<file path="config.mk">
export PLATFORM = sky130hd
export DESIGN_NAME = pwm_generator_freq_duty
export DESIGN_NICKNAME = d
export VERILOG_FILES = /design/src/design/pwmfd_pkg.sv /design/src/design/pwmfd_div.sv /design/src/design/pwmfd_calc.sv /design/src/design/pwm_generator_freq_duty.sv
export VERILOG_INCLUDE_DIRS = /design/src /design/src/design
export SDC_FILE = /design/constraint.sdc
export NUM_CORES = 1
export LEC_CHECK = 0
export BUFFER_PORTS_ARGS = -buffer_cell sky130_fd_sc_hd__buf_4
export CORE_UTILIZATION = 40
export DETAILED_ROUTE_END_ITERATION = 8
export GPL_ROUTABILITY_DRIVEN = 0
export PLACE_DENSITY_LB_ADDON = 0.15
export SLEW_MARGIN = 20
export SYNTH_ARGS = -nofsm -noshare
export SYNTH_HDL_FRONTEND = slang
export SYNTH_SLANG_ARGS = --single-unit
</file>
<file path="constraint.sdc">
create_clock -name aclk -period 10.95 [get_ports aclk]
set_input_delay 2.19 -clock aclk [delete_from_list [all_inputs] [get_ports aclk]]
set_output_delay 2.19 -clock aclk [all_outputs]
set_load 0.005 [all_outputs]
</file>
<file path="src/design/pwm_generator_freq_duty_defines.svh">
// ----------------------------------------------------------------------------
// pwm generator assertion macros
// shared assertion helpers, clocked on aclk and disabled during reset
// ----------------------------------------------------------------------------
`ifndef PWM_GENERATOR_FREQ_DUTY_DEFINES_SVH
`define PWM_GENERATOR_FREQ_DUTY_DEFINES_SVH

// same-cycle implication
`define PWMFD_ASSERT_IMP(lbl, ante, cons, msg) \
    lbl: assert property (@(posedge aclk) disable iff (!aresetn) (ante) |-> (cons)) \
        else $error(msg);

// next-cycle implication
`define PWMFD_ASSERT_NXT(lbl, ante, cons, msg) \
    lbl: assert property (@(posedge aclk) disable iff (!aresetn) (ante) |=> (cons)) \
        else $error(msg);

`endif

</file>
<file path="src/design/pwmfd_pkg.sv">
// ----------------------------------------------------------------------------
// pwmfd_pkg
// widths, register indexes, reset constants and shared types of the pwm block
// ----------------------------------------------------------------------------
`timescale 1ns / 1ps

package pwmfd_pkg;

    // field and register widths
    localparam int FREQ_W     = 20;
    localparam int DUTY_W     = 8;
    localparam int DUTY_SAT_W = 7;
    localparam int CNT_W      = 16;
    localparam int CMP_W      = 17;
    localparam int PROD_W     = 24;
    localparam int CFG_DATA_W = 20;
    localparam int CFG_IDX_W  = 2;

    // register indexes
    localparam logic [CFG_IDX_W-1:0] REG_FREQ = 2'd0;
    localparam logic [CFG_IDX_W-1:0] REG_DUTY = 2'd1;
    localparam logic [CFG_IDX_W-1:0] REG_RUN  = 2'd2;

    // reset values and fixed constants
    localparam int unsigned RST_FREQ_HZ = 1000;
    localparam int unsigned RST_DUTY    = 50;
    localparam int unsigned DUTY_MAX    = 100;

    // pending reload/compare pair handed from the calculator to the counter
    typedef struct packed {
        logic             busy;
        logic [CNT_W-1:0] reload;
        logic [CMP_W-1:0] compare;
    } pwmfd_pend_t;

endpackage

</file>
<file path="src/design/pwmfd_div.sv">
// ----------------------------------------------------------------------------
// pwmfd_div
// restoring unsigned divider, one quotient bit per cycle
// ----------------------------------------------------------------------------
`timescale 1ns / 1ps

module pwmfd_div #(
    parameter int DW = 27,
    parameter int VW = 20
) (
    input  logic          aclk,
    input  logic          aresetn,
    input  logic          start,
    input  logic [DW-1:0] dividend,
    input  logic [VW-1:0] divisor,
    output logic          done,
    output logic [DW-1:0] quotient
);

    localparam int CW = $clog2(DW + 1);

    logic [DW-1:0] quot_reg;
    logic [VW-1:0] rem_reg;
    logic [VW-1:0] dvs_reg;
    logic [CW-1:0] cnt_reg;
    logic          done_reg;

    logic [VW:0]   shifted;
    logic [VW:0]   diff;
    logic          fits;

    // one trial subtraction per step
    assign shifted = {rem_reg, quot_reg[DW-1]};
    assign fits    = shifted >= {1'b0, dvs_reg};
    assign diff    = shifted - {1'b0, dvs_reg};

    // control state
    always_ff @(posedge aclk) begin
        if (!aresetn) begin
            cnt_reg  <= '0;
            done_reg <= 1'b0;
        end else if (start) begin
            cnt_reg  <= CW'(DW);
            done_reg <= 1'b0;
        end else if (cnt_reg != '0) begin
            cnt_reg  <= cnt_reg - CW'(1);
            done_reg <= (cnt_reg == CW'(1));
        end else begin
            done_reg <= 1'b0;
        end
    end

    // datapath, shifts dividend bits out and quotient bits in
    always_ff @(posedge aclk) begin
        if (start) begin
            quot_reg <= dividend;
            rem_reg  <= '0;
            dvs_reg  <= divisor;
        end else if (cnt_reg != '0) begin
            quot_reg <= {quot_reg[DW-2:0], fits};
            rem_reg  <= fits ? diff[VW-1:0] : shifted[VW-1:0];
        end
    end

    assign done     = done_reg;
    assign quotient = quot_reg;

endmodule

</file>
<file path="src/design/pwmfd_calc.sv">
// ----------------------------------------------------------------------------
// pwmfd_calc
// sequencer that derives the pending reload and compare pair on the divider
// ----------------------------------------------------------------------------
`timescale 1ns / 1ps

module pwmfd_calc
    import pwmfd_pkg::*;
#(
    parameter int unsigned TICK_RATE_HZ = 1000000,
    parameter int unsigned RELOAD_MAX   = 65535,
    parameter int          DIV_W        = 27,
    parameter int unsigned RST_RELOAD   = 999,
    parameter int unsigned RST_COMPARE  = 500
) (
    input  logic              aclk,
    input  logic              aresetn,
    input  logic              restart,
    input  logic [FREQ_W-1:0] freq,
    input  logic [DUTY_W-1:0] duty,
    output pwmfd_pend_t       pend
);

    typedef enum logic [2:0] {
        S_IDLE,
        S_LOAD_F,
        S_FREQ,
        S_MUL,
        S_SCALE
    } state_t;

    localparam logic [DIV_W-1:0] TICKS_MAX = DIV_W'(RELOAD_MAX) + DIV_W'(1);

    // divide by 100 as multiply by reciprocal and shift, exact up to 65536*100
    localparam int                 RECIP_W    = 24;
    localparam int                 RECIP_SH   = 30;
    localparam logic [RECIP_W-1:0] DUTY_RECIP = 24'd10737419;
    localparam int                 SCALE_W    = PROD_W + RECIP_W;

    state_t              state_reg, state_next;
    logic [CNT_W-1:0]    reload_reg, reload_next;
    logic [CMP_W-1:0]    compare_reg, compare_next;
    logic [PROD_W-1:0]   prod_reg, prod_next;

    logic                div_start;
    logic [DIV_W-1:0]    div_dividend;
    logic [FREQ_W-1:0]   div_divisor;
    logic                div_done;
    logic [DIV_W-1:0]    div_quot;

    logic [FREQ_W-1:0]     freq_nz;
    logic [DUTY_SAT_W-1:0] duty_sat;
    logic [CMP_W-1:0]      reload_p1;
    logic [CNT_W-1:0]      reload_clamp;
    logic [SCALE_W-1:0]    scaled;

    // operand preparation
    assign freq_nz   = (freq == '0) ? FREQ_W'(1) : freq;
    assign duty_sat  = (duty > DUTY_W'(DUTY_MAX)) ? DUTY_SAT_W'(DUTY_MAX) : duty[DUTY_SAT_W-1:0];
    assign reload_p1 = CMP_W'(reload_reg) + CMP_W'(1);
    assign scaled    = SCALE_W'(prod_reg) * SCALE_W'(DUTY_RECIP);

    // period ticks clamped to 1..RELOAD_MAX+1, then minus one
    always_comb begin
        if (div_quot == '0) begin
            reload_clamp = '0;
        end else if (div_quot > TICKS_MAX) begin
            reload_clamp = CNT_W'(RELOAD_MAX);
        end else begin
            reload_clamp = CNT_W'(div_quot - DIV_W'(1));
        end
    end

    // divider request, tick rate over frequency
    assign div_start    = (state_reg == S_LOAD_F);
    assign div_dividend = DIV_W'(TICK_RATE_HZ);
    assign div_divisor  = freq_nz;

    pwmfd_div #(
        .DW(DIV_W),
        .VW(FREQ_W)
    ) u_div (
        .aclk     (aclk),
        .aresetn  (aresetn),
        .start    (div_start),
        .dividend (div_dividend),
        .divisor  (div_divisor),
        .done     (div_done),
        .quotient (div_quot)
    );

    // sequencer next state
    always_comb begin
        state_next   = state_reg;
        reload_next  = reload_reg;
        compare_next = compare_reg;
        prod_next    = prod_reg;
        case (state_reg)
            S_IDLE:   state_next = S_IDLE;
            S_LOAD_F: state_next = S_FREQ;
            S_FREQ: begin
                if (div_done) begin
                    reload_next = reload_clamp;
                    state_next  = S_MUL;
                end
            end
            S_MUL: begin
                prod_next  = PROD_W'(reload_p1) * PROD_W'(duty_sat);
                state_next = S_SCALE;
            end
            S_SCALE: begin
                compare_next = scaled[RECIP_SH +: CMP_W];
                state_next   = S_IDLE;
            end
            default:  state_next = S_IDLE;
        endcase
        // a new write aborts any run in progress
        if (restart) begin
            state_next = S_LOAD_F;
        end
    end

    // state and pending pair
    always_ff @(posedge aclk) begin
        if (!aresetn) begin
            state_reg   <= S_IDLE;
            reload_reg  <= CNT_W'(RST_RELOAD);
            compare_reg <= CMP_W'(RST_COMPARE);
        end else begin
            state_reg   <= state_next;
            reload_reg  <= reload_next;
            compare_reg <= compare_next;
        end
    end

    // product operand, no reset needed
    always_ff @(posedge aclk) begin
        prod_reg <= prod_next;
    end

    assign pend.busy    = (state_reg != S_IDLE);
    assign pend.reload  = reload_reg;
    assign pend.compare = compare_reg;

endmodule

</file>
<file path="src/design/pwm_generator_freq_duty.sv">
// result: registered, valid in the cycle after its tick item is accepted
// throughput: one item per cycle without a recompute, write or output stall
// after a frequency, duty or enable write the input stalls during recompute:
// the divider load, one divider bit per cycle, then two scaling steps
// reset: synchronous, registers take their defaults, pairs load derived values
// ----------------------------------------------------------------------------
// pwm_generator_freq_duty
// edge-aligned pwm counter with preloaded reload/compare from freq and duty
// ----------------------------------------------------------------------------
`timescale 1ns / 1ps

`include "pwm_generator_freq_duty_defines.svh"

module pwm_generator_freq_duty
    import pwmfd_pkg::*;
#(
    parameter int unsigned TICK_RATE_HZ = 1000000,
    parameter int unsigned RELOAD_MAX   = 65535
) (
    input  logic                  aclk,
    input  logic                  aresetn,
    input  logic                  cfg_wr_en,
    input  logic [CFG_IDX_W-1:0]  cfg_wr_index,
    input  logic [CFG_DATA_W-1:0] cfg_wr_data,
    input  logic                  s_valid,
    output logic                  s_ready,
    input  logic                  s_tick,
    output logic                  m_valid,
    input  logic                  m_ready,
    output logic                  m_pin_level,
    output logic                  m_period_end,
    output logic [CNT_W-1:0]      m_count_value
);

    localparam int RATE_W = $clog2(TICK_RATE_HZ + 1);
    localparam int DIV_W  = (RATE_W > PROD_W) ? RATE_W : PROD_W;

    // reset pair derived from the default frequency and duty
    localparam int unsigned RST_QUOT  = TICK_RATE_HZ / RST_FREQ_HZ;
    localparam int unsigned RST_TICKS = (RST_QUOT > RELOAD_MAX + 1) ? (RELOAD_MAX + 1) :
                                        ((RST_QUOT == 0) ? 1 : RST_QUOT);
    localparam int unsigned RST_RELOAD  = RST_TICKS - 1;
    localparam int unsigned RST_COMPARE = (RST_TICKS * RST_DUTY) / DUTY_MAX;

    logic [FREQ_W-1:0] freq_reg;
    logic [DUTY_W-1:0] duty_reg;
    logic              run_reg;

    logic [CNT_W-1:0]  counter_reg, counter_next;
    logic [CNT_W-1:0]  act_reload_reg, act_reload_next;
    logic [CMP_W-1:0]  act_compare_reg, act_compare_next;
    logic              wrap_next;
    logic              level_next;

    logic              m_valid_reg;
    logic              m_pin_reg;
    logic              m_end_reg;
    logic [CNT_W-1:0]  m_count_reg;

    logic              cfg_hit;
    logic              in_fire;
    pwmfd_pend_t       pend;

    // configuration registers
    assign cfg_hit = cfg_wr_en && ((cfg_wr_index == REG_FREQ) || (cfg_wr_index == REG_DUTY) ||
                                   (cfg_wr_index == REG_RUN));

    always_ff @(posedge aclk) begin
        if (!aresetn) begin
            freq_reg <= FREQ_W'(RST_FREQ_HZ);
            duty_reg <= DUTY_W'(RST_DUTY);
            run_reg  <= 1'b1;
        end else if (cfg_wr_en) begin
            case (cfg_wr_index)
                REG_FREQ: freq_reg <= cfg_wr_data[FREQ_W-1:0];
                REG_DUTY: duty_reg <= cfg_wr_data[DUTY_W-1:0];
                REG_RUN:  run_reg  <= cfg_wr_data[0];
                default:  ;
            endcase
        end
    end

    // pending pair recompute
    pwmfd_calc #(
        .TICK_RATE_HZ (TICK_RATE_HZ),
        .RELOAD_MAX   (RELOAD_MAX),
        .DIV_W        (DIV_W),
        .RST_RELOAD   (RST_RELOAD),
        .RST_COMPARE  (RST_COMPARE)
    ) u_calc (
        .aclk    (aclk),
        .aresetn (aresetn),
        .restart (cfg_hit),
        .freq    (freq_reg),
        .duty    (duty_reg),
        .pend    (pend)
    );

    // handshake, output register frees as it is taken
    assign s_ready = !pend.busy && !cfg_wr_en && (!m_valid_reg || m_ready);
    assign in_fire = s_valid && s_ready;

    // counter step and preload on wrap
    always_comb begin
        counter_next     = counter_reg;
        act_reload_next  = act_reload_reg;
        act_compare_next = act_compare_reg;
        wrap_next        = 1'b0;
        if (run_reg && s_tick) begin
            if (counter_reg >= act_reload_reg) begin
                counter_next     = '0;
                act_reload_next  = pend.reload;
                act_compare_next = pend.compare;
                wrap_next        = 1'b1;
            end else begin
                counter_next = counter_reg + CNT_W'(1);
            end
        end
        level_next = run_reg && (CMP_W'(counter_next) < act_compare_next);
    end

    // counter state
    always_ff @(posedge aclk) begin
        if (!aresetn) begin
            counter_reg     <= '0;
            act_reload_reg  <= CNT_W'(RST_RELOAD);
            act_compare_reg <= CMP_W'(RST_COMPARE);
        end else if (in_fire) begin
            counter_reg     <= counter_next;
            act_reload_reg  <= act_reload_next;
            act_compare_reg <= act_compare_next;
        end
    end

    // result item valid
    always_ff @(posedge aclk) begin
        if (!aresetn) begin
            m_valid_reg <= 1'b0;
        end else if (in_fire) begin
            m_valid_reg <= 1'b1;
        end else if (m_ready) begin
            m_valid_reg <= 1'b0;
        end
    end

    // result item payload
    always_ff @(posedge aclk) begin
        if (in_fire) begin
            m_pin_reg   <= level_next;
            m_end_reg   <= wrap_next;
            m_count_reg <= counter_next;
        end
    end

    assign m_valid       = m_valid_reg;
    assign m_pin_level   = m_pin_reg;
    assign m_period_end  = m_end_reg;
    assign m_count_value = m_count_reg;

    // checks
    `PWMFD_ASSERT_IMP(a_count_in_period, 1'b1, counter_reg <= act_reload_reg, "counter beyond reload")
    `PWMFD_ASSERT_NXT(a_write_starts_calc, cfg_hit, pend.busy, "write did not start recompute")
    `PWMFD_ASSERT_NXT(a_pin_low_disabled, in_fire && !run_reg, !m_pin_level, "pin high while disabled")

endmodule
</file>
==> summary.md <==
| Metric | Value |
|---|---|
| Status | `completed` |
| Combinational group share of total power | `just under 60%` |
| CP arrival | `approximately 7400 ps` |
| Clock root cell | `clkbuf_16` |
| First-pass GRT wire length | `slightly above 100 mm` |
| Slew of the pin with the lowest slew margin | `roughly 910 ps` |
| Worst-path clk slew | `about 60 ps` |
| CTS buffer count | `28` |
| Initial antenna violation count | `0` |
| DRT Pass-1 Iters | `5` |
| Core Box Area | `between 60,000 and 70,000 um^2` |
| ANT cells | `0` |
| Post-Syn Area | `25,000 um^2` |
| Skew final | `35.3 ps` |
| Slew Viols, Final | `0` |
| Period utilization | `approximately 63%` |
| Achievable Freq | `144 MHz` |
| H-tree depth | `1` |
| I/O Pins | `48` |
| Die Span Y | `about 250 um` |
| Setup TNS | `0 ps` |
| Synthesized instance count | `approximately 2,700` |
| Post-DR vias/cell | `5.04` |
| Antenna-violating nets left | `0` |
| Clk sinks | `227` |
| Final wirelength | `62.5 mm` |
| Slew HR | `between 30% and 40%` |
| DP Wirelength | `around 51 mm` |
| Die X | `252 um` |
| Bufs on Longest Clock Path | `3` |
| Final net count | `3,414` |
| Gr usage total | `20.1%` |
| CP Max Fanout | `11` |
| Element type at the critical path end | `flip-flop` |
| Critical Path RT | `approximately 11,000 ps` |
| Most frequent cells in the layout | `534 x inv_1, 374 x ha_1, 299 x fa_1, 236 x nand2_1, 165 x dfxtp_1` |
| CTS tree | `yes` |
| Ys async rst share | `0%` |
| Initial Utilization | `between 40% and 50%` |
| Layout cell share with drive strength beyond 1 | `between 4 and 5%` |
| P_leak | `around 13 nW` |
| Internal | `approximately 2.8 mW` |
| Site row count | `91` |
| Fin. Hold Viols | `0` |
| Synth Area per Inst | `9.20 um^2` |
| Seq pwr share | `between 20% and 30%` |
| Seq/Total Area, Yosys | `20.7%` |
| Most common cell after layout, fill and taps aside | `inv_1` |
| Drt wl/cell | `between 15 and 20 um` |
| RSZ-0062 raised after global routing | `no` |
| Yosys reg bits | `227` |
| Post-synth top area share | `around a quarter` |
| Critical path class | `flip-flop to flip-flop` |
| Via count | `between 15,000 and 20,000` |
| Peak supply drop | `approximately 0.14 mV` |
| Hold buffers post-CTS | `0` |
| Final Setup Violations | `0` |
| Number of global-route vias before repair | `about 19,000` |
| Fill count | `6,079` |
| Sw Pwr | `approximately 2.3 mW` |
| EDFF count, synth | `a little over 60` |
| Ranking of synthesized cells by area | `fa_1 24%, ha_1 19%, dfxtp_1 13%` |
| Crit start category | `flip-flop` |
| Hold Path Class | `flip-flop to flip-flop` |
| Switching part of the total | `between 40% and 50%` |
| Netlist cell types | `76` |
| Synthesis-to-layout area growth | `8.35%` |
| Clk Latency, worst-skew pair | `590 ps` |
| Power density over the cells | `roughly 190 nW/um^2` |
| Synth Flop Type | `dfxtp_1` |
| DR DRC count | `0` |
| Synth Warn # | `0` |
| Grt ovf | `0` |
| Max-Cap Viols | `0` |
| Postcts setup bufs | `0` |
| Clk pwr share | `19.0%` |
| Synth area leader | `fa_1` |
| Hold WS | `between 400 and 500 ps` |
| Post-CTS sizing | `0` |
| Min cycle time layout | `roughly 7000 ps` |
| Port Buffers | `47` |
| Largest net degree at the start of global routing | `77` |
| Synthesized Nets | `between 3,000 and 4,000` |
| Iteration-0 DRC Markers | `~730` |
| Die area | `approximately 63,000 um^2` |
-- final timing paths --
check,endpoint,cells past startpoint,startpoint,slack (ps)
worst min-delay path,act_reload_reg[13]$_SDFFE_PN0P_,2,act_reload_reg[13]$_SDFFE_PN0P_,450
worst max-delay path,u_calc.compare_reg[14]$_SDFFE_PN0N_,22,u_calc.prod_reg[4]$_DFFE_PP_,4000
worst max register to register,u_calc.compare_reg[14]$_SDFFE_PN0N_,22,u_calc.prod_reg[4]$_DFFE_PP_,4000
worst min register to register,act_reload_reg[13]$_SDFFE_PN0P_,2,act_reload_reg[13]$_SDFFE_PN0P_,450
-- cell families after synthesis --
logic type | share of synthesized area [%]
multiplexers | 1.09
flip-flops | 20.7
AO/OA/AOI/OAI | 9.85
AND/OR/NAND/NOR | 12.8
adder cells (fa/ha/maj) | 42.7
buffers and inverters | 9.52
XOR/XNOR | 3.36
-- area by class of cell --
| type | count | area (um^2) | area share [%] |
|---|---|---|---|
| multi-input cells | 1863 | 17500 | 64.5 |
| repair buffers | 59 | 443 | 1.64 |
| flip-flops and latches | 227 | 5160 | 19.1 |
| clock inverters | 11 | 170 | 0.628 |
| inverters | 534 | 2000 | 7.40 |
| clock buffers | 41 | 781 | 2.88 |
| well taps | 837 | 1050 | 3.87 |
-- through the flow --
step                      cell area [um^2]  power, mW  cells  utilization [%]  setup slack [ps]
after global routing                 27100       5.53   3572             43.9              3520
final                                27100       5.04   3572             43.9              4000
after floorplan                      25000       3.36   2717                -              4830
after global placement               26100       4.05   3520             42.3              4010
after CTS                            27100       5.09   3572             43.9              3930
after detailed placement             26100       4.10   3520             42.3              3920
-- routing by layer --
metal	vias up	part of all wire (%)	GRT usage [%]
met5	-	0	0
met4	0	1.8	4.00
met3	60	2.4	1.76
met2	255	48	34.4
met1	8846	48	27.6
li1	8838	-	-
-- worst max-delay path: stages (launching register included) --
cell       delay, ps
edfxtp_1         700
inv_1            200
fa_1             560
inv_1             40
ha_1             210
fa_1             540
inv_1             50
fa_1             480
inv_1             60
fa_1             500
fa_1             540
inv_1             60
fa_1             540
inv_1             50
ha_1             370
nand3_1          130
a2111oi_0        640
nor4_1           110
o21ai_1          360
o21a_1           300
a41oi_1          170
nand4_1          120
o221ai_1         110
-- power by group through the flow --
stage	clock, mW	sequential (mW)	combinational [mW]
floorplan	0	1.08	2.29
global placement	0	1.11	2.94
detailed placement	0	1.11	2.99
CTS	0.984	1.09	3.02
global route	1.02	1.11	3.40
finish	0.958	1.09	2.99
-- synthesized netlist by cell type (11+ instances only) --
cell        n
dfxtp_1   165
nor2b_1    30
ha_1      374
nor3_1     23
a21boi_0   25
xor2_1     48
nand3_1   115
clkbuf_1   79
xnor2_1    48
a21oi_1   110
a21o_1     42
inv_1     534
o211ai_1   19
nand2b_1   18
and3_1     11
mux2i_1    25
a31oi_1    11
o21ai_0    66
nand4_1    19
edfxtp_1   62
o31ai_1    14
nand2_1   237
nor2_1    162
fa_1      299
Power figures use the tool's default switching activity.
